[config.mk]
export PLATFORM = sky130hd
export DESIGN_NAME = rle_sprite_pixel_decoder
export DESIGN_NICKNAME = d
export VERILOG_FILES = /design/src/design/rsp_pkg.sv /design/src/design/rsp_step.sv /design/src/design/rle_sprite_pixel_decoder.sv
export SDC_FILE = /design/constraint.sdc
export NUM_CORES = 1
export LEC_CHECK = 0
export BUFFER_PORTS_ARGS = -buffer_cell sky130_fd_sc_hd__buf_2
export CAP_MARGIN = 10
export CORE_AREA = 2 2 108 110
export DETAILED_ROUTE_END_ITERATION = 6
export DIE_AREA = 0 0 110 112
export PLACE_DENSITY = 0.76
export SETUP_SLACK_MARGIN = 0.02
export SYNTH_ARGS = -nofsm -noshare
export SYNTH_HDL_FRONTEND = slang
export SYNTH_SLANG_ARGS = --single-unit
[constraint.sdc]
create_clock -name clk -period 4.3 [get_ports clk]
set_input_delay 0.43 -clock clk [delete_from_list [all_inputs] [get_ports clk]]
set_output_delay 0.43 -clock clk [all_outputs]
set_load 0.01 [all_outputs]
[src/design/rsp_pkg.sv]
// Shared types, codes and pixel expansion functions for the run-length sprite decoder.
package rsp_pkg;

	typedef enum logic [2:0] {
		PH_CTRL  = 3'd0,
		PH_SKIP  = 3'd1,
		PH_LOW   = 3'd2,
		PH_HIGH  = 3'd3,
		PH_ALPHA = 3'd4
	} phase_t;

	localparam logic [1:0] MODE_PLAIN  = 2'd0;
	localparam logic [1:0] MODE_COLOUR = 2'd1;
	localparam logic [1:0] MODE_ALPHA  = 2'd2;

	localparam int CFG_INDEX_W = 4;
	localparam int CFG_DATA_W  = 17;

	localparam logic [CFG_INDEX_W-1:0] REG_DECODE_MODE = 4'd0;
	localparam logic [CFG_INDEX_W-1:0] REG_PIXEL_COUNT = 4'd1;

	localparam logic [1:0]  DECODE_MODE_RESET = MODE_COLOUR;
	localparam logic [16:0] PIXEL_COUNT_RESET = 17'h10000;

	localparam logic [15:0] COLOUR_KEY = 16'hF81F;
	localparam logic [7:0]  SKIP_CODE  = 8'hFF;

	typedef struct packed {
		logic [7:0] data_byte;
		logic       last_byte;
	} in_item_t;

	typedef struct packed {
		logic [15:0] pixel_index;
		logic [31:0] pixel_value;
		logic        alpha_only;
		logic        out_of_range;
	} out_item_t;

	typedef struct packed {
		phase_t     phase;
		logic [7:0] run;
		logic [7:0] low;
	} parse_state_t;

	function automatic logic [31:0] expand555(input logic [15:0] c);
		logic [31:0] v;
		v = 32'hFF00_0000;
		v[23:19] = c[14:10];
		v[18:16] = c[14:12];
		v[15:11] = c[9:5];
		v[9:8]   = c[9:8];
		v[7:3]   = c[4:0];
		v[2:0]   = c[4:2];
		return v;
	endfunction

	function automatic logic [31:0] expand_alpha(input logic [7:0] b);
		logic [31:0] v;
		v = '0;
		v[31:27] = b[4:0];
		v[26:24] = b[4:2];
		return v;
	endfunction

endpackage

[src/design/rsp_step.sv]
// Byte parser step: next parse state, next position and the pixel write for one byte.
module rsp_step #(
	parameter int MAX_PIXELS = 65536
) (
	input  logic [1:0]                        mode,
	input  logic [16:0]                       pixel_count,
	input  rsp_pkg::parse_state_t             state,
	input  logic [$clog2(MAX_PIXELS+1)-1:0]   pos,
	input  rsp_pkg::in_item_t                 item,
	output rsp_pkg::parse_state_t             state_next,
	output logic [$clog2(MAX_PIXELS+1)-1:0]   pos_next,
	output logic                              emit,
	output rsp_pkg::out_item_t                result
);

	localparam int POS_W = $clog2(MAX_PIXELS + 1);
	localparam int SUM_W = POS_W + 1;
	localparam int EXT_W = (POS_W > 16) ? POS_W : 16;
	localparam int CMP_W = (POS_W > 17) ? POS_W : 17;

	logic [7:0]       adv_amount;
	logic             adv_en;
	logic [SUM_W-1:0] sum;
	logic [POS_W-1:0] pos_adv;
	logic [15:0]      colour;
	logic [7:0]       run_dec;
	logic [EXT_W-1:0] pos_ext;
	logic [CMP_W-1:0] pos_cmp;
	logic [CMP_W-1:0] count_cmp;
	logic [CMP_W-1:0] bound;

	assign colour  = {item.data_byte, state.low};
	assign run_dec = state.run - 8'd1;

	assign sum     = SUM_W'(pos) + SUM_W'(adv_amount);
	assign pos_adv = (sum > SUM_W'(MAX_PIXELS)) ? POS_W'(MAX_PIXELS) : sum[POS_W-1:0];

	// Next parse state and position.
	always_comb begin
		state_next = state;
		adv_en     = 1'b0;
		adv_amount = 8'd1;
		case (mode)
			rsp_pkg::MODE_PLAIN: begin
				if (state.phase == rsp_pkg::PH_HIGH) begin
					adv_en           = 1'b1;
					state_next.phase = rsp_pkg::PH_CTRL;
				end else begin
					state_next.low   = item.data_byte;
					state_next.phase = rsp_pkg::PH_HIGH;
				end
			end
			rsp_pkg::MODE_COLOUR, rsp_pkg::MODE_ALPHA: begin
				case (state.phase)
					rsp_pkg::PH_SKIP: begin
						adv_en           = 1'b1;
						adv_amount       = item.data_byte;
						state_next.phase = rsp_pkg::PH_CTRL;
					end
					rsp_pkg::PH_LOW: begin
						state_next.low   = item.data_byte;
						state_next.phase = rsp_pkg::PH_HIGH;
					end
					rsp_pkg::PH_HIGH: begin
						adv_en           = 1'b1;
						state_next.run   = run_dec;
						state_next.phase = (run_dec == 8'd0) ? rsp_pkg::PH_CTRL
							: rsp_pkg::PH_LOW;
					end
					rsp_pkg::PH_ALPHA: begin
						adv_en           = 1'b1;
						state_next.run   = run_dec;
						state_next.phase = (run_dec == 8'd0) ? rsp_pkg::PH_CTRL
							: rsp_pkg::PH_ALPHA;
					end
					default: begin
						if (item.data_byte == rsp_pkg::SKIP_CODE) begin
							state_next.phase = rsp_pkg::PH_SKIP;
						end else if (item.data_byte == 8'd0) begin
							state_next.phase = rsp_pkg::PH_CTRL;
						end else begin
							state_next.run   = item.data_byte;
							state_next.phase = (mode == rsp_pkg::MODE_COLOUR)
								? rsp_pkg::PH_LOW : rsp_pkg::PH_ALPHA;
						end
					end
				endcase
			end
			default: begin
				state_next = state;
			end
		endcase
		pos_next = adv_en ? pos_adv : pos;
		if (item.last_byte) begin
			state_next.phase = rsp_pkg::PH_CTRL;
			state_next.run   = 8'd0;
			state_next.low   = 8'd0;
			pos_next         = '0;
		end
	end

	assign pos_ext   = EXT_W'(pos);
	assign pos_cmp   = CMP_W'(pos);
	assign count_cmp = CMP_W'(pixel_count);
	assign bound     = (count_cmp < CMP_W'(MAX_PIXELS)) ? count_cmp : CMP_W'(MAX_PIXELS);

	// Pixel write produced by this byte.
	always_comb begin
		emit                = 1'b0;
		result.pixel_index  = pos_ext[15:0];
		result.pixel_value  = rsp_pkg::expand555(colour);
		result.alpha_only   = 1'b0;
		result.out_of_range = (pos_cmp >= bound);
		case (mode)
			rsp_pkg::MODE_PLAIN, rsp_pkg::MODE_COLOUR, rsp_pkg::MODE_ALPHA: begin
				if (state.phase == rsp_pkg::PH_HIGH) begin
					emit = (colour != rsp_pkg::COLOUR_KEY);
				end else if (state.phase == rsp_pkg::PH_ALPHA &&
					mode != rsp_pkg::MODE_PLAIN) begin
					emit               = 1'b1;
					result.pixel_value = rsp_pkg::expand_alpha(item.data_byte);
					result.alpha_only  = 1'b1;
				end
			end
			default: begin
				emit = 1'b0;
			end
		endcase
	end

endmodule

[src/design/rle_sprite_pixel_decoder.sv]
// Top level of the run-length sprite decoder: input stage, parse state, result register.
//
// The block takes an encoded sprite one byte per request on the byte channel
// (byte_valid, byte_ready, byte_data) and gives pixel writes on the pix channel
// (pix_valid, pix_ready, pix_data). Each byte causes at most one pixel write.
// Registers are written on the cfg channel (cfg_valid, cfg_ready, cfg_index,
// cfg_data); the user must write them only while the block is idle, and the
// block itself does not enforce this. Index 0 selects the decode mode and also
// restarts the stream, index 1 sets the pixel count. Other indices are ignored,
// and cfg_ready is always high. A byte is registered in an input stage and then
// parsed against the registered parse state; its pixel write is then registered
// in the result register. One byte per cycle is sustained unless pix_ready stalls.
// When the receiver stalls, the result register holds its request and the
// input stage fills; byte_ready then drops until pix_ready returns.
// Reset clears both stages, sets decode mode to colour run-length and the
// pixel count to 65536, and puts the parser at the start of a stream.
// A byte marked last_byte returns the parser and position to the start.
module rle_sprite_pixel_decoder #(
	parameter int MAX_PIXELS = 65536
) (
	input  logic                                 clk,
	input  logic                                 arst_n,
	input  logic                                 byte_valid,
	output logic                                 byte_ready,
	input  rsp_pkg::in_item_t                    byte_data,
	output logic                                 pix_valid,
	input  logic                                 pix_ready,
	output rsp_pkg::out_item_t                   pix_data,
	input  logic                                 cfg_valid,
	output logic                                 cfg_ready,
	input  logic [rsp_pkg::CFG_INDEX_W-1:0]      cfg_index,
	input  logic [rsp_pkg::CFG_DATA_W-1:0]       cfg_data
);

	localparam int POS_W = $clog2(MAX_PIXELS + 1);

	logic                  byte_valid_s1;
	rsp_pkg::in_item_t     byte_s1;
	logic                  pix_valid_q;
	rsp_pkg::out_item_t    pix_q;
	logic [1:0]            mode_q;
	logic [16:0]           count_q;
	rsp_pkg::parse_state_t state_q;
	logic [POS_W-1:0]      pos_q;

	rsp_pkg::parse_state_t state_next;
	logic [POS_W-1:0]      pos_next;
	logic                  emit;
	rsp_pkg::out_item_t    result;
	logic                  s1_fire;
	logic                  cfg_fire;
	logic                  mode_write;

	assign s1_fire    = byte_valid_s1 && (!pix_valid_q || pix_ready);
	assign byte_ready = !byte_valid_s1 || s1_fire;
	assign cfg_ready  = 1'b1;
	assign cfg_fire   = cfg_valid && cfg_ready;
	assign mode_write = cfg_fire && (cfg_index == rsp_pkg::REG_DECODE_MODE);
	assign pix_valid  = pix_valid_q;
	assign pix_data   = pix_q;

	rsp_step #(
		.MAX_PIXELS(MAX_PIXELS)
	) u_step (
		.mode       (mode_q),
		.pixel_count(count_q),
		.state      (state_q),
		.pos        (pos_q),
		.item       (byte_s1),
		.state_next (state_next),
		.pos_next   (pos_next),
		.emit       (emit),
		.result     (result)
	);

	always_ff @(posedge clk or negedge arst_n) begin
		if (!arst_n) begin
			byte_valid_s1 <= 1'b0;
		end else if (byte_ready) begin
			byte_valid_s1 <= byte_valid;
		end
	end

	always_ff @(posedge clk) begin
		if (byte_valid && byte_ready) begin
			byte_s1 <= byte_data;
		end
	end

	always_ff @(posedge clk or negedge arst_n) begin
		if (!arst_n) begin
			pix_valid_q <= 1'b0;
		end else if (s1_fire) begin
			pix_valid_q <= emit;
		end else if (pix_ready) begin
			pix_valid_q <= 1'b0;
		end
	end

	always_ff @(posedge clk) begin
		if (s1_fire && emit) begin
			pix_q <= result;
		end
	end

	always_ff @(posedge clk or negedge arst_n) begin
		if (!arst_n) begin
			mode_q  <= rsp_pkg::DECODE_MODE_RESET;
			count_q <= rsp_pkg::PIXEL_COUNT_RESET;
		end else if (cfg_fire) begin
			if (cfg_index == rsp_pkg::REG_DECODE_MODE) begin
				mode_q <= cfg_data[1:0];
			end else if (cfg_index == rsp_pkg::REG_PIXEL_COUNT) begin
				count_q <= cfg_data;
			end
		end
	end

	always_ff @(posedge clk or negedge arst_n) begin
		if (!arst_n) begin
			state_q.phase <= rsp_pkg::PH_CTRL;
			state_q.run   <= 8'd0;
			state_q.low   <= 8'd0;
			pos_q         <= '0;
		end else if (mode_write) begin
			state_q.phase <= rsp_pkg::PH_CTRL;
			state_q.run   <= 8'd0;
			state_q.low   <= 8'd0;
			pos_q         <= '0;
		end else if (s1_fire) begin
			state_q <= state_next;
			pos_q   <= pos_next;
		end
	end

`ifndef SYNTHESIS
	a_pos_saturates: assert property (@(posedge clk) disable iff (!arst_n)
		pos_q <= POS_W'(MAX_PIXELS))
		else $error("position exceeds the pixel limit");

	a_stall_means_full: assert property (@(posedge clk) disable iff (!arst_n)
		!byte_ready |-> (byte_valid_s1 && pix_valid_q && !pix_ready))
		else $error("input stalled without a blocked result");

	a_last_restarts: assert property (@(posedge clk) disable iff (!arst_n)
		(s1_fire && byte_s1.last_byte) |=>
		(state_q.phase == rsp_pkg::PH_CTRL && pos_q == '0))
		else $error("stream not restarted after the last byte");

	a_colour_opaque: assert property (@(posedge clk) disable iff (!arst_n)
		(pix_valid_q && !pix_q.alpha_only) |-> (pix_q.pixel_value[31:24] == 8'hFF))
		else $error("colour write without full alpha");

	a_alpha_lane_only: assert property (@(posedge clk) disable iff (!arst_n)
		(pix_valid_q && pix_q.alpha_only) |-> (pix_q.pixel_value[23:0] == 24'd0))
		else $error("alpha write touches colour lanes");
`endif

endmodule

Word-level counts from Yosys, hierarchy flattened
Cells that the tools add are included.
- bits in registers: 116
- input port bits: 35
- logic and storage cells: 107
- add/subtract/negate cells: 2
- order comparisons: 3
- eq/ne operators: 14
- mux-type cells: 37
- bitwise gates (word level): 3
- reductions and logical operators: 32
- operators with widths (cell ; count):
    2-to-1 mux 17 bit ; 6
    2-to-1 mux 25 bit ; 3
    2-to-1 mux 19 bit ; 3
    2-to-1 mux 8 bit ; 7
    one-hot mux 8 bit (2 select lines) ; 2
    adder 17 x 8 -> 18 bit ; 1
    > comparator 18 x 17 -> 1 bit, second input constant ; 1
    >= comparator 17 bit ; 1
    less-than comparator 17 bit, second input constant ; 1
    logical NOT 8 bit ; 2
    inequality test 16 bit, second input constant ; 1
    inequality test 4 bit, second input constant ; 4
    2-to-1 mux 3 bit ; 4
    one-hot mux 3 bit (4 select lines) ; 1
    OR reduction 3 bit ; 3
    == test 8 bit, second input constant ; 1
    OR reduction 2 bit ; 4
    subtractor 8 x 1 -> 8 bit, second input constant ; 1
    2-to-1 mux 1 bit ; 7
    == test 3 x 2 -> 1 bit, second input constant ; 2
    one-hot mux 3 bit (2 select lines) ; 1
    AND reduction 2 bit ; 3
    nonzero test 2 bit ; 3
    nonzero test 3 bit ; 2
    18 further kinds ; 27

Longest topological paths before layout
Gate-level depths: netlist of the first run.
- depth in word-level cells: 10
- depth in mapped cells: 16
- depth with buffers taken out: 14

Modules after synthesis
Synthesis of the first run repeated with hierarchy kept, for this count alone.
- cell total of the unflattened synthesis: 709
- area, all modules: 6982.9 µm²
- by module, submodules not included (module ; times used ; cells an instance ; area an instance (µm²) ; seq. area each (µm²)):
    rle_sprite_pixel_decoder ; 1 ; 278 ; 4175.3 ; 3200.6
    rsp_step ; 1 ; 431 ; 2807.7 ; 0.0

Worst setup path before layout of the first run
No wires, ideal clock.
- kind: register to register
- from: reg state_q[17] (netlist name)
- to: reg pix_q (netlist bit pix_data[0]), enable pin
- library setup time: 0.492 ns
- arrival time: 3.813 ns
- path slack: -0.005 ns
- stages on the path, launching flop included: 5
- cell sequence: dfrtp_1 > clkbuf_1 > nor2_1 > nand3_1 > a211oi_1
- word-level cells in the longest chain between the ends: 6
- ends and longest elaborated chain (element ; line ; text):
    start, declared ; rle_sprite_pixel_decoder.sv:43 ; rsp_pkg::parse_state_t state_q;
    start signal, assigned ; rle_sprite_pixel_decoder.sv:131 ; state_q <= state_next;
    == test 3 bit ; rsp_step.sv:118 ; end else if (state.phase == rsp_pkg::PH_ALPHA &&
    logical AND 1 bit ; rsp_step.sv:118 ;
    2-to-1 mux 1 bit ; rsp_step.sv:118 ;
    2-to-1 mux 1 bit * ; rsp_step.sv:116 ; if (state.phase == rsp_pkg::PH_HIGH) begin
    2-to-1 mux 1 bit * ; rsp_step.sv:114 ; case (mode)
    logical AND 1 bit * ; rle_sprite_pixel_decoder.sv:101 ; if (s1_fire && emit) begin
    end signal, assigned ; rle_sprite_pixel_decoder.sv:102 ; pix_q <= result;
    end, declared ; rle_sprite_pixel_decoder.sv:40 ; rsp_pkg::out_item_t pix_q;
Every way passes the cells marked *; elsewhere a longest branch is shown, timed or not.
A chain may end at the register's enable or synchronous reset.

Final worst setup path of the first run
- from: reg mode_q[0]
- to: reg pos_q[3]
- word-level cells in the longest chain between the ends: 10
- ends and longest elaborated chain (element ; line ; text):
    start, declared ; rle_sprite_pixel_decoder.sv:41 ; logic [1:0] mode_q;
    start signal, assigned ; rle_sprite_pixel_decoder.sv:108 ; mode_q <= rsp_pkg::DECODE_MODE_RESET;
    start signal, assigned ; rle_sprite_pixel_decoder.sv:112 ; mode_q <= cfg_data[1:0];
    == test 2 bit / == test 2 x 1 -> 1 bit (equally long branches) ; rsp_step.sv:43 ; case (mode)
    OR reduction 2 bit ; rsp_step.sv:43 ;
    2-to-1 mux 8 bit ; rsp_step.sv:43 ;
    adder 17 x 8 -> 18 bit ; rsp_step.sv:35 ; assign sum = SUM_W'(pos) + SUM_W'(adv_amount);
    > comparator 18 x 17 -> 1 bit ; rsp_step.sv:36 ; assign pos_adv = (sum > SUM_W'(MAX_PIXELS)) ? POS_W'(MAX_PIXELS) : sum[POS_W-1:0];
    2-to-1 mux 17 bit ; rsp_step.sv:36 ;
    2-to-1 mux 17 bit ; rsp_step.sv:93 ; pos_next = adv_en ? pos_adv : pos;
    2-to-1 mux 17 bit ; rsp_step.sv:94 ; if (item.last_byte) begin
    2-to-1 mux 17 bit ; rle_sprite_pixel_decoder.sv:130 ; end else if (s1_fire) begin
    2-to-1 mux 17 bit ; rle_sprite_pixel_decoder.sv:125 ; end else if (mode_write) begin
    end signal, assigned ; rle_sprite_pixel_decoder.sv:132 ; pos_q <= pos_next;
    end, declared ; rle_sprite_pixel_decoder.sv:44 ; logic [POS_W-1:0] pos_q;
Several ways; a longest one is shown, not always the timed one. The select of a mux whose other input is x is not followed.

==> results of run 1 <==
[Yosys cell counts (12+ instances only)]
master	count
nand2_1	63
buf_4	13
nor2b_1	20
dfrtp_1	55
nand3_1	12
ha_1	31
nor3_1	12
o21ai_0	36
inv_1	12
nor2_1	40
clkbuf_1	12
edfxtp_1	47
a21oi_1	31
mux2_2	17
[registers in the layout, summed over array words and instances, names as in the netlist]
signal	count
pos_q	17
pix_data	38
byte_valid_s1	1
mode_q	2
pix_valid	1
count_q	17
byte_s1	9
state_q	19
[worst max-delay path, cell delays in order (launching register included)]
cell      delay, ns
dfstp_2        0.56
inv_1          0.07
ha_2           0.43
and3b_1        0.31
nand2_1        0.10
ha_1           0.22
fa_1           0.42
a211oi_2       0.29
o211ai_1       0.21
nand2_1        0.16
and4b_1        0.21
o31ai_2        0.27
nor4_4         0.07
buf_4          0.14
or2_4          0.25
a22o_1         0.20
[layout make-up]
| class | count | area [sq um] |
|---|---|---|
| Multi-Input combinational cell | 398 | 2664 |
| Timing Repair Buffer | 92 | 478.0 |
| Tap cell | 143 | 178.9 |
| Clock buffer | 10 | 250.2 |
| Sequential cell | 104 | 2840 |
| Fill cell | 916 | 4666 |
| Inverter | 12 | 45.04 |
| Clock inverter | 6 | 52.55 |
[report_power, final]
group / switching, W / leakage (nW) / internal (W) / total (W)
logic: 0.000502 / 1.49 / 0.000366 / 0.000869
registers: 0.000160 / 1.18 / 0.00123 / 0.00139
clock network: 0.000393 / 0.150 / 0.000439 / 0.000832
[cell families (layout without fill, tap and decap cells)]
family / count (synthesis) / count (layout) / synth area share [%]
AO/OA/AOI/OAI: 126 / 126 / 14.39
flip-flops: 104 / 104 / 49.73
adder cells (fa/ha/maj): 32 / 32 / 7.141
AND/OR/NAND/NOR: 210 / 210 / 19.67
other: 2 / 2 / 0.1315
XOR/XNOR: 11 / 11 / 1.687
buffers and inverters: 43 / 120 / 3.899
multiplexers: 17 / 17 / 3.352
[worst max path at each step]
stage	start	to	slack, ns	cells after the start
3_5_place_dp	mode_q[0]	pos_q[4]	0.23	14
6_report	mode_q[0]	pos_q[3]	0.29	15
2_1_floorplan	mode_q[0]	pos_q[2]	0.53	16
5_1_grt	mode_q[0]	pos_q[8]	-0.01	15
3_3_place_gp	mode_q[0]	pos_q[3]	0.38	14
4_1_cts	mode_q[0]	pos_q[4]	0.21	14
[routing by layer]
metal / wire (microns) / vias to the layer above / GRT usage, %
met5: 0 / - / 0
met4: 242 / 0 / 8.101
met3: 742 / 18 / 4.274
met1: 5985 / 2091 / 31.91
met2: 5587 / 168 / 31.08
li1: - / 2111 / -
[through the flow]
stage	area (sq um)	instances	worst slack, ns	setup TNS [ns]
floorplan	5717	545	0.5274	0
global placement	6188	747	0.3808	0
detailed placement	6188	747	0.2320	0
CTS	6491	763	0.2098	0
global route	6509	765	-0.01421	-0.01421
finish	6509	765	0.2949	0
[timing repair]
action,in CTS,in global routing
gates resized for setup,0,1
setup endpoints to repair,0,11
buffers inserted,0,2
==> flow_metrics.tcl, run 1 <==
set metrics [dict create \
    hold_violations 0 \
    drc 0 \
    initial_core_util_pct 51.11 \
    die_x_microns 110 \
    layout-drive-gt1-share_pct 23.63 \
    period_share_pct 93.14 \
    grt_max_degree 58 \
    utilization_pct 58.25 \
    cp_data_arrival_time_ns 4.25 \
    cts.sinks 104 \
    hold_ws_ns 0.2053 \
    synth_top_area_share_pct 24.71 \
    grt_pass1_vias 4109 \
    postRouteWirelength_mm 12.56 \
    synth_edf_count 47 \
    r2r_start "mode_q[0]" \
    grt_pass1_wl_mm 20.53 \
    rows 39 \
    fmax_ghz 0.2497 \
    insertion_delay_ns 0.36 \
    synth_area_leader_cell "edfxtp_1" \
    cts_buffers 9 \
    clk_pin_slew_ns 0.08 \
    synth-seq-area-share_pct 49.73 \
    track_usage_pct 21.50 \
    ant_nets 0 \
    place_congestion 0.9314 \
    antenna_found_initial 0 \
    max_cap_viol_count 0 \
    p_per_area_nw_per_um2 474.8 \
    core_area_sq_um 11170 \
    drt_first_pass_iters 5 \
    postCtsHoldBufs 0 \
    cp_data_required_time_ns 4.55 \
    total_power_w 0.003091 \
    overflow 0 \
    dieArea_sq_um 12320 \
    hpwl_mm 9.101 \
    final.min_clock_period_ns 4.005 \
    r2r_end "pos_q[3]" \
    synth_area_leaders "edfxtp_1 25%, dfrtp_1 24%, ha_1 6.8%" \
    fin_skew_ns 0.006575 \
    yosysWarnings 0 \
    hold_class "in2async" \
    maxSlewViolCount 0 \
    dr.first_iter.drc_count 303 \
    io_buffers 85 \
    dieHeight_microns 112 \
    route.vias.total 4388 \
    cts_tree "yes" \
    htreeDepth 3 \
    critical_path_class "reg2reg" \
    netlist-cell-type-count 71 \
    end_kind "register" \
    ys_async_sr_fraction_pct 54.81 \
    outcome "finished, final reports clean" \
    vias_per_cell 5.736 \
    rr_worst_depth 15 \
    ys.flop_type "dfrtp_1" \
    cts_root_buf "clkbuf_16" \
    startpoint_type "register" \
    synth.avg_cell_area_sq_um 10.48 \
    syn_inst 545 \
    syn_nets 612 \
    cts_buffer_depth 2 \
    slew_headroom_pct 37.37 \
    diodes 0 \
    vdd_drop_max_mv 0.3081 \
    worst_slew_pin_slew_ns 0.9331 \
    area_growth_pct 13.95 \
    final_common_cell "buf_2" \
    pin_count 88 \
    reg2reg_setup_slack_ns 0.29 \
    power_leakage_nw 2.819 \
    nets 684 \
    synth-seq-cells 104 \
    worst-path-max-fanout 11 \
    wl_per_cell_microns 16.42 \
    setup_violations 0 \
    final_cell_mix "85 x buf_2, 63 x nand2_1, 55 x dfrtp_1" \
    synth_area_sq_um 5712 \
]
Power figures use the tool's default switching activity.
==> inputs of run 2 (changes only) <==
--- a/config.mk
+++ b/config.mk
@@ -7,11 +7,13 @@
 export LEC_CHECK = 0
 export BUFFER_PORTS_ARGS = -buffer_cell sky130_fd_sc_hd__buf_2
 export CAP_MARGIN = 10
-export CORE_AREA = 2 2 108 110
+export CORE_AREA = 2 2 118 120
 export DETAILED_ROUTE_END_ITERATION = 6
-export DIE_AREA = 0 0 110 112
+export DIE_AREA = 0 0 120 122
+export MAX_ROUTING_LAYER = met4
 export PLACE_DENSITY = 0.76
 export SETUP_SLACK_MARGIN = 0.02
 export SYNTH_ARGS = -nofsm -noshare
 export SYNTH_HDL_FRONTEND = slang
+export SYNTH_HIERARCHICAL = 1
 export SYNTH_SLANG_ARGS = --single-unit
==> flow_metrics.tcl, run 2 <==
set metrics [dict create \
    outcome "finished, violations left" \
    violations "negative setup slack" \
    route.vias.total 5974 \
    ys_top_cells_by_count "65 x a21oi_1, 64 x o21ai_0, 59 x edfxtp_1" \
    rsz0062_at_grt "true" \
    slew_headroom_pct 24.29 \
    synth_edf_count 59 \
    dieArea_sq_um 14640 \
    postRouteWirelength_mm 18.31 \
    synthMuxAreaShare_pct 4.032 \
    cts_root_buf "clkbuf_16" \
    synth_area_leader_cell "edfxtp_1" \
    worst-path-max-fanout 5 \
    grt_max_degree 40 \
    cts_tree "yes" \
    critical_path.most_common_cell "ha_4" \
    fin_skew_ns 0.01137 \
    netlist-cell-type-count 73 \
    dieHeight_microns 122 \
    synth-xor-area-share_pct 1.129 \
    syn_nets 775 \
    reg2reg_setup_slack_ns -0.03 \
    die_x_microns 120 \
    power_leakage_nw 3.437 \
    diodes 0 \
    worstPathCellList "inv_2 -> ha_4 -> nor3b_4 -> nand2b_1 -> ha_4 -> fa_2 -> a21o_1 -> a221o_1 -> o21ba_4 -> a311oi_2 -> nand4_1 -> nor4_4 -> a32oi_4 -> or3_4 -> o31ai_4 -> nand3_2 -> a21oi_2" \
    ys.flop_type "edfxtp_1" \
    post-place-ws_ns -0.03461 \
    setup_violations 1 \
    antenna_found_initial 0 \
    ys_async_sr_fraction_pct 49.14 \
    seq_power_share_pct 35.4 \
    synth_simple_gate_area_share_pct 17.47 \
    synth_top_family_by_area "compound AO/OA/AOI/OAI gates" \
    worst_slew_pin_slew_ns 1.134 \
    syn_inst 709 \
    netSwitchingPower_w 0.001402 \
    hpwl_mm 12.23 \
    postCtsHoldBufs 0 \
    rows 43 \
    overflow 0 \
    synth_area_sq_um 6983 \
    p_per_area_nw_per_um2 490.0 \
    fmax_ghz 0.2312 \
    synth_fa_ha_area_share_pct 5.662 \
    max_cap_viol_count 0 \
    tns_ns -0.02570 \
    ant_nets 0 \
    grt_pass1_vias 5574 \
    startpoint_type "register" \
    io_buffers 86 \
    internal_power_w 0.002696 \
    critical_path_class "reg2reg" \
    combPwrFrac_pct 29.5 \
    synth-seq-cells 116 \
    clkPwrFrac_pct 35.0 \
    final.min_clock_period_ns 4.326 \
    cts_buffers 17 \
    track_usage_pct 25.98 \
    wl_per_cell_microns 18.68 \
    initial_core_util_pct 51.71 \
    place_congestion 0.8974 \
    vdd_drop_max_mv 0.2304 \
    setup_slack_ns -0.02570 \
    final_common_cell "buf_2" \
    hold_violations 0 \
    synth_area_leaders "edfxtp_1 25%, dfrtp_1 20%, ha_1 5.4%" \
    yosysWarnings 6 \
    synth-seq-area-share_pct 45.83 \
    core_area_sq_um 13500 \
    largest_reg_flops 50 \
    crit_end "pos_q[4]" \
    synth_top_area_share_pct 25.37 \
    dr.first_iter.drc_count 562 \
    period_share_pct 100.6 \
    synth_compound_area_share_pct 19.39 \
    htreeDepth 4 \
    drt_first_pass_iters 6 \
    vias_per_cell 6.096 \
    cp_slowest_cell "dfstp_2" \
    maxSlewViolCount 0 \
    insertion_delay_ns 0.43 \
    cts_buffer_depth 2 \
    cp_data_required_time_ns 4.65 \
    switching_share_pct 34.21 \
    clk_pin_slew_ns 0.07 \
    drc 0 \
    layout-drive-gt1-share_pct 28.00 \
    yosysMostFrequentCell "a21oi_1" \
    final_cell_mix "86 x buf_2, 63 x o21ai_0, 62 x a21oi_1" \
    pin_count 88 \
    r2r_start "mode_q[0]" \
    nets 853 \
    worst_path_largest_cell_delay_ns 0.55 \
    crit_start "mode_q[0]" \
    hold_class "in2async" \
    synth.avg_cell_area_sq_um 9.849 \
    cp_data_arrival_time_ns 4.67 \
    cts.sinks 116 \
    grt_pass1_wl_mm 28.66 \
    end_kind "register" \
    rr_worst_depth 17 \
    r2r_end "pos_q[4]" \
    area_growth_pct 19.75 \
]
-- run 2: worst min path at each step --
stage,end
floorplan,byte_valid_s1
global placement,count_q[0]
detailed placement,count_q[0]
CTS,mode_q[1]
global route,state_q[17]
finish,count_q[1]
-- run 2: critical path, delay by kind of cell (launching register included) --
kind                       cells  cell delay (ns)
AOI/OAI and AO/OA              7             1.48
and+or+nand+nor                6             1.35
adders and majority gates      3             0.82
DFF                            1             0.55
buffers and inverters          1             0.05
-- run 2: power groups by stage --
stage,Sequential [W],Combinational (W),Clock [W]
6_report,0.00145,0.00121,0.00144
5_1_grt,0.00147,0.00133,0.00150
4_1_cts,0.00145,0.00115,0.00146
3_5_place_dp,0.00147,0.00114,0
3_3_place_gp,0.00146,0.00111,0
2_1_floorplan,0.00143,0.000866,0
-- run 2: logic make-up after synthesis --
group                      Yosys count
adders and majority gates           31
and+or+nand+nor                    234
DFF                                116
other                                2
buffers and inverters               83
muxes                               22
AOI/OAI and AO/OA                  212
xor gates and xnor gates             9
-- run 2: cell type report --
cell class	count	area (sq um)
clock buffer	17	425.4
clock inverter	15	168.9
fill	1135	5142
inverter	15	56.30
multi-input combinational	510	3527
sequential	116	3201
tap	180	225.2
timing repair buffer	127	758.2
-- run 2: metal layers --
| layer | track usage (%) | part of all wire [%] |
|---|---|---|
| met3 | 4.822 | 6.9 |
| met4 | 9.632 | 2.2 |
| met5 | - | 0 |
| met2 | 40.87 | 48 |
| met1 | 33.70 | 43 |
-- run 2: repair_timing --
| action | CTS | global route |
|---|---|---|
| resized for setup | 0 | 30 |
| cloned | 0 | 0 |
| hold endpoints to repair | 0 | 0 |
| pin swaps | 1 | 14 |
| endpoints found under the setup margin | 7 | 15 |
| setup buffers | 0 | 6 |
-- run 2: stage by stage --
stage	instance area (sq um)	hold WS, ns	total power, W	std cells	util [%]
floorplan	7022	0.1344	0.002301	709	-
finish	8362	0.05133	0.004098	980	61.92
CTS	8155	0.04333	0.004055	974	60.39
detailed placement	7561	0.4933	0.002609	942	55.99
global placement	7561	0.4855	0.002578	942	55.99
global route	8362	0.08848	0.004299	980	61.92
==> inputs of run 3 (changes only) <==
--- a/config.mk
+++ b/config.mk
@@ -5,13 +5,14 @@
 export SDC_FILE = /design/constraint.sdc
 export NUM_CORES = 1
 export LEC_CHECK = 0
+export ABC_AREA = 1
 export BUFFER_PORTS_ARGS = -buffer_cell sky130_fd_sc_hd__buf_2
 export CAP_MARGIN = 10
-export CORE_AREA = 2 2 118 120
+export CORE_AREA = 2 2 120 122
 export DETAILED_ROUTE_END_ITERATION = 6
-export DIE_AREA = 0 0 120 122
+export DIE_AREA = 0 0 122 124
 export MAX_ROUTING_LAYER = met4
-export PLACE_DENSITY = 0.76
+export PLACE_DENSITY = 0.77
 export SETUP_SLACK_MARGIN = 0.02
 export SYNTH_ARGS = -nofsm -noshare
 export SYNTH_HDL_FRONTEND = slang
==> flow_metrics.tcl, run 3 <==
set metrics [dict create \
    slew_headroom_pct 43.28 \
    maxSlewViolCount 0 \
    ctsResizeCount 0 \
    power_leakage_nw 4.166 \
    yosysWarnings 6 \
    utilization_pct 59.53 \
    io_buffers 86 \
    ys.flop_type "edfxtp_1" \
    cp.depth 20 \
    grt_pass1_vias 5473 \
    syn_nets 1027 \
    grt_max_degree 75 \
    area_growth_pct 10.91 \
    critical_path_class "reg2reg" \
    synth_top_family_by_area "simple AND/OR/NAND/NOR gates" \
    postCtsHoldBufs 0 \
    synth_fa_ha_area_share_pct 5.369 \
    rows 43 \
    final_common_cell "nand2_1" \
    cts_root_buf "clkbuf_16" \
    antenna_found_initial 0 \
    final_cell_mix "270 x nand2_1, 133 x inv_1, 111 x nor2_1" \
    cts_tree "yes" \
    crit_family "simple AND/OR/NAND/NOR gates" \
    largest_reg_flops 50 \
    wl_per_cell_microns 13.80 \
    outcome "finished, final reports clean" \
    ys_top_cells_by_count "271 x nand2_1, 133 x inv_1, 112 x nor2_1" \
    rr_worst_depth 20 \
    post-cts-setup-buffers 0 \
    cts_buffers 17 \
    synth_area_leaders "edfxtp_1 24%, dfrtp_1 19%, nand2_1 14%" \
    tns_ns 0 \
    p_per_area_nw_per_um2 680.6 \
    ys_async_sr_fraction_pct 49.14 \
    dieArea_sq_um 15130 \
    startpoint_type "register" \
    synth_edf_count 59 \
    worstPathCellList "inv_1 -> ha_1 -> inv_1 -> nor2_1 -> inv_1 -> nor2_1 -> ha_1 -> nand2_1 -> inv_1 -> a21boi_0 -> nand3b_1 -> nand2_1 -> nand2_1 -> nor2_2 -> nand2_2 -> nand2_4 -> nand2_1 -> a21oi_1 -> nor2_1 -> nor2_1" \
    hold_violations 0 \
    diodes 0 \
    netlist-cell-type-count 44 \
    synthMuxAreaShare_pct 0 \
    hold_class "in2async" \
    synth_simple_gate_area_share_pct 28.70 \
    setup_violations 0 \
    synth_area_sq_um 7365 \
    syn_inst 961 \
    grt_pass1_wl_mm 26.82 \
    cts_buffer_depth 2 \
    dieHeight_microns 124 \
    fin_skew_ns 0.008146 \
    core_area_sq_um 13720 \
    synth_area_leader_cell "edfxtp_1" \
    overflow 0 \
    insertion_delay_ns 0.42 \
    layout-drive-gt1-share_pct 14.38 \
    cp_data_arrival_time_ns 4.12 \
    dr.first_iter.drc_count 509 \
    initial_core_util_pct 53.68 \
    cts.sinks 116 \
    end_kind "register" \
    ant_nets 0 \
    place_congestion 0.9104 \
    cp_slowest_cell "dfstp_2" \
    cp_data_required_time_ns 4.64 \
    synth_compound_area_share_pct 8.240 \
    drt_first_pass_iters 5 \
    synth_top_area_share_pct 24.06 \
    track_usage_pct 23.49 \
    vias_per_cell 5.183 \
    rsz0062_at_grt "false" \
    synth-seq-area-share_pct 43.46 \
    die_x_microns 122 \
    fmax_ghz 0.2644 \
    worst_slew_pin_slew_ns 0.8498 \
    synth-seq-cells 116 \
    period_share_pct 87.95 \
    htreeDepth 4 \
    final.min_clock_period_ns 3.782 \
    pin_count 88 \
    synth.avg_cell_area_sq_um 7.663 \
    clk_pin_slew_ns 0.06 \
    vdd_drop_max_mv 0.3207 \
    postRouteWirelength_mm 16.58 \
    nets 1075 \
    drc 0 \
    route.vias.total 6230 \
    max_cap_viol_count 0 \
    hpwl_mm 11.58 \
    yosysMostFrequentCell "nand2_1" \
    worst_path_largest_cell_delay_ns 0.56 \
    synth-xor-area-share_pct 0.8325 \
    worst-path-max-fanout 16 \
    fillers 1286 \
    crit_buf_inv 4 \
]
## run 3: changes by cell type after synthesis, sizes merged, moves of 25 or more
cell / delta
and2: -25
inv: +123
nand2: +223
nand4: +29
nor2: +81
o21ai: -32
## run 3: layout make-up
type / instances / area, sq um / area share [%]
tap: 180 / 225.2 / 2.757
sequential: 116 / 3201 / 39.19
clock buffer: 17 / 425.4 / 5.208
inverter: 138 / 518.0 / 6.342
timing repair buffer: 91 / 467.9 / 5.729
multi-input combinational: 645 / 3199 / 39.17
clock inverter: 15 / 131.4 / 1.608
## run 3: logic make-up (layout without fill, tap and decap cells)
logic type / after synthesis / count (layout)
AO/OA/AOI/OAI: 110 / 110
buffers and inverters: 200 / 261
XOR/XNOR: 7 / 7
adder cells (fa/ha/maj): 31 / 31
AND/OR/NAND/NOR: 495 / 495
flip-flops: 116 / 116
other: 2 / 2
## run 3: where the power goes
part	total, W	leakage, nW	switching, W	internal, W
registers	0.00193	1.22	0.000373	0.00156
logic	0.00232	2.68	0.00150	0.000815
clock network	0.00132	0.266	0.000521	0.000794
total	0.00556	4.17	0.00239	0.00317
## run 3: worst paths after layout
kind	start	end	slack [ns]
min in group clk	byte_data[4]	byte_s1[4]	0.19
worst max register to register	mode_q[0]	pos_q[0]	0.52
worst max-delay path	mode_q[0]	pos_q[0]	0.52
worst min register to register	count_q[11]	count_q[11]	0.47
worst min-delay path	arst_n	count_q[14]	0.15
max in group asynchronous	arst_n	state_q[2]	3.64
## run 3: through the flow
stage	std cells	setup slack [ns]	hold slack (ns)	cell area (sq um)	total power [W]
after floorplan	961	0.03665	0.1344	7365	0.003780
after global placement	1170	0.7189	0.4544	7611	0.004147
after detailed placement	1170	0.6500	0.4596	7611	0.004204
after CTS	1202	0.6093	0.1671	8168	0.005552
after global routing	1202	0.2290	0.1663	8168	0.006015
final	1202	0.5180	0.1481	8168	0.005559
## run 3: layer usage
metal,GRT usage [%],up-vias,wire length [microns]
li1,-,3179,-
met1,32.18,2816,7812
met2,35.34,219,7432
met3,5.128,16,1090
met4,6.825,0,248
met5,-,-,0
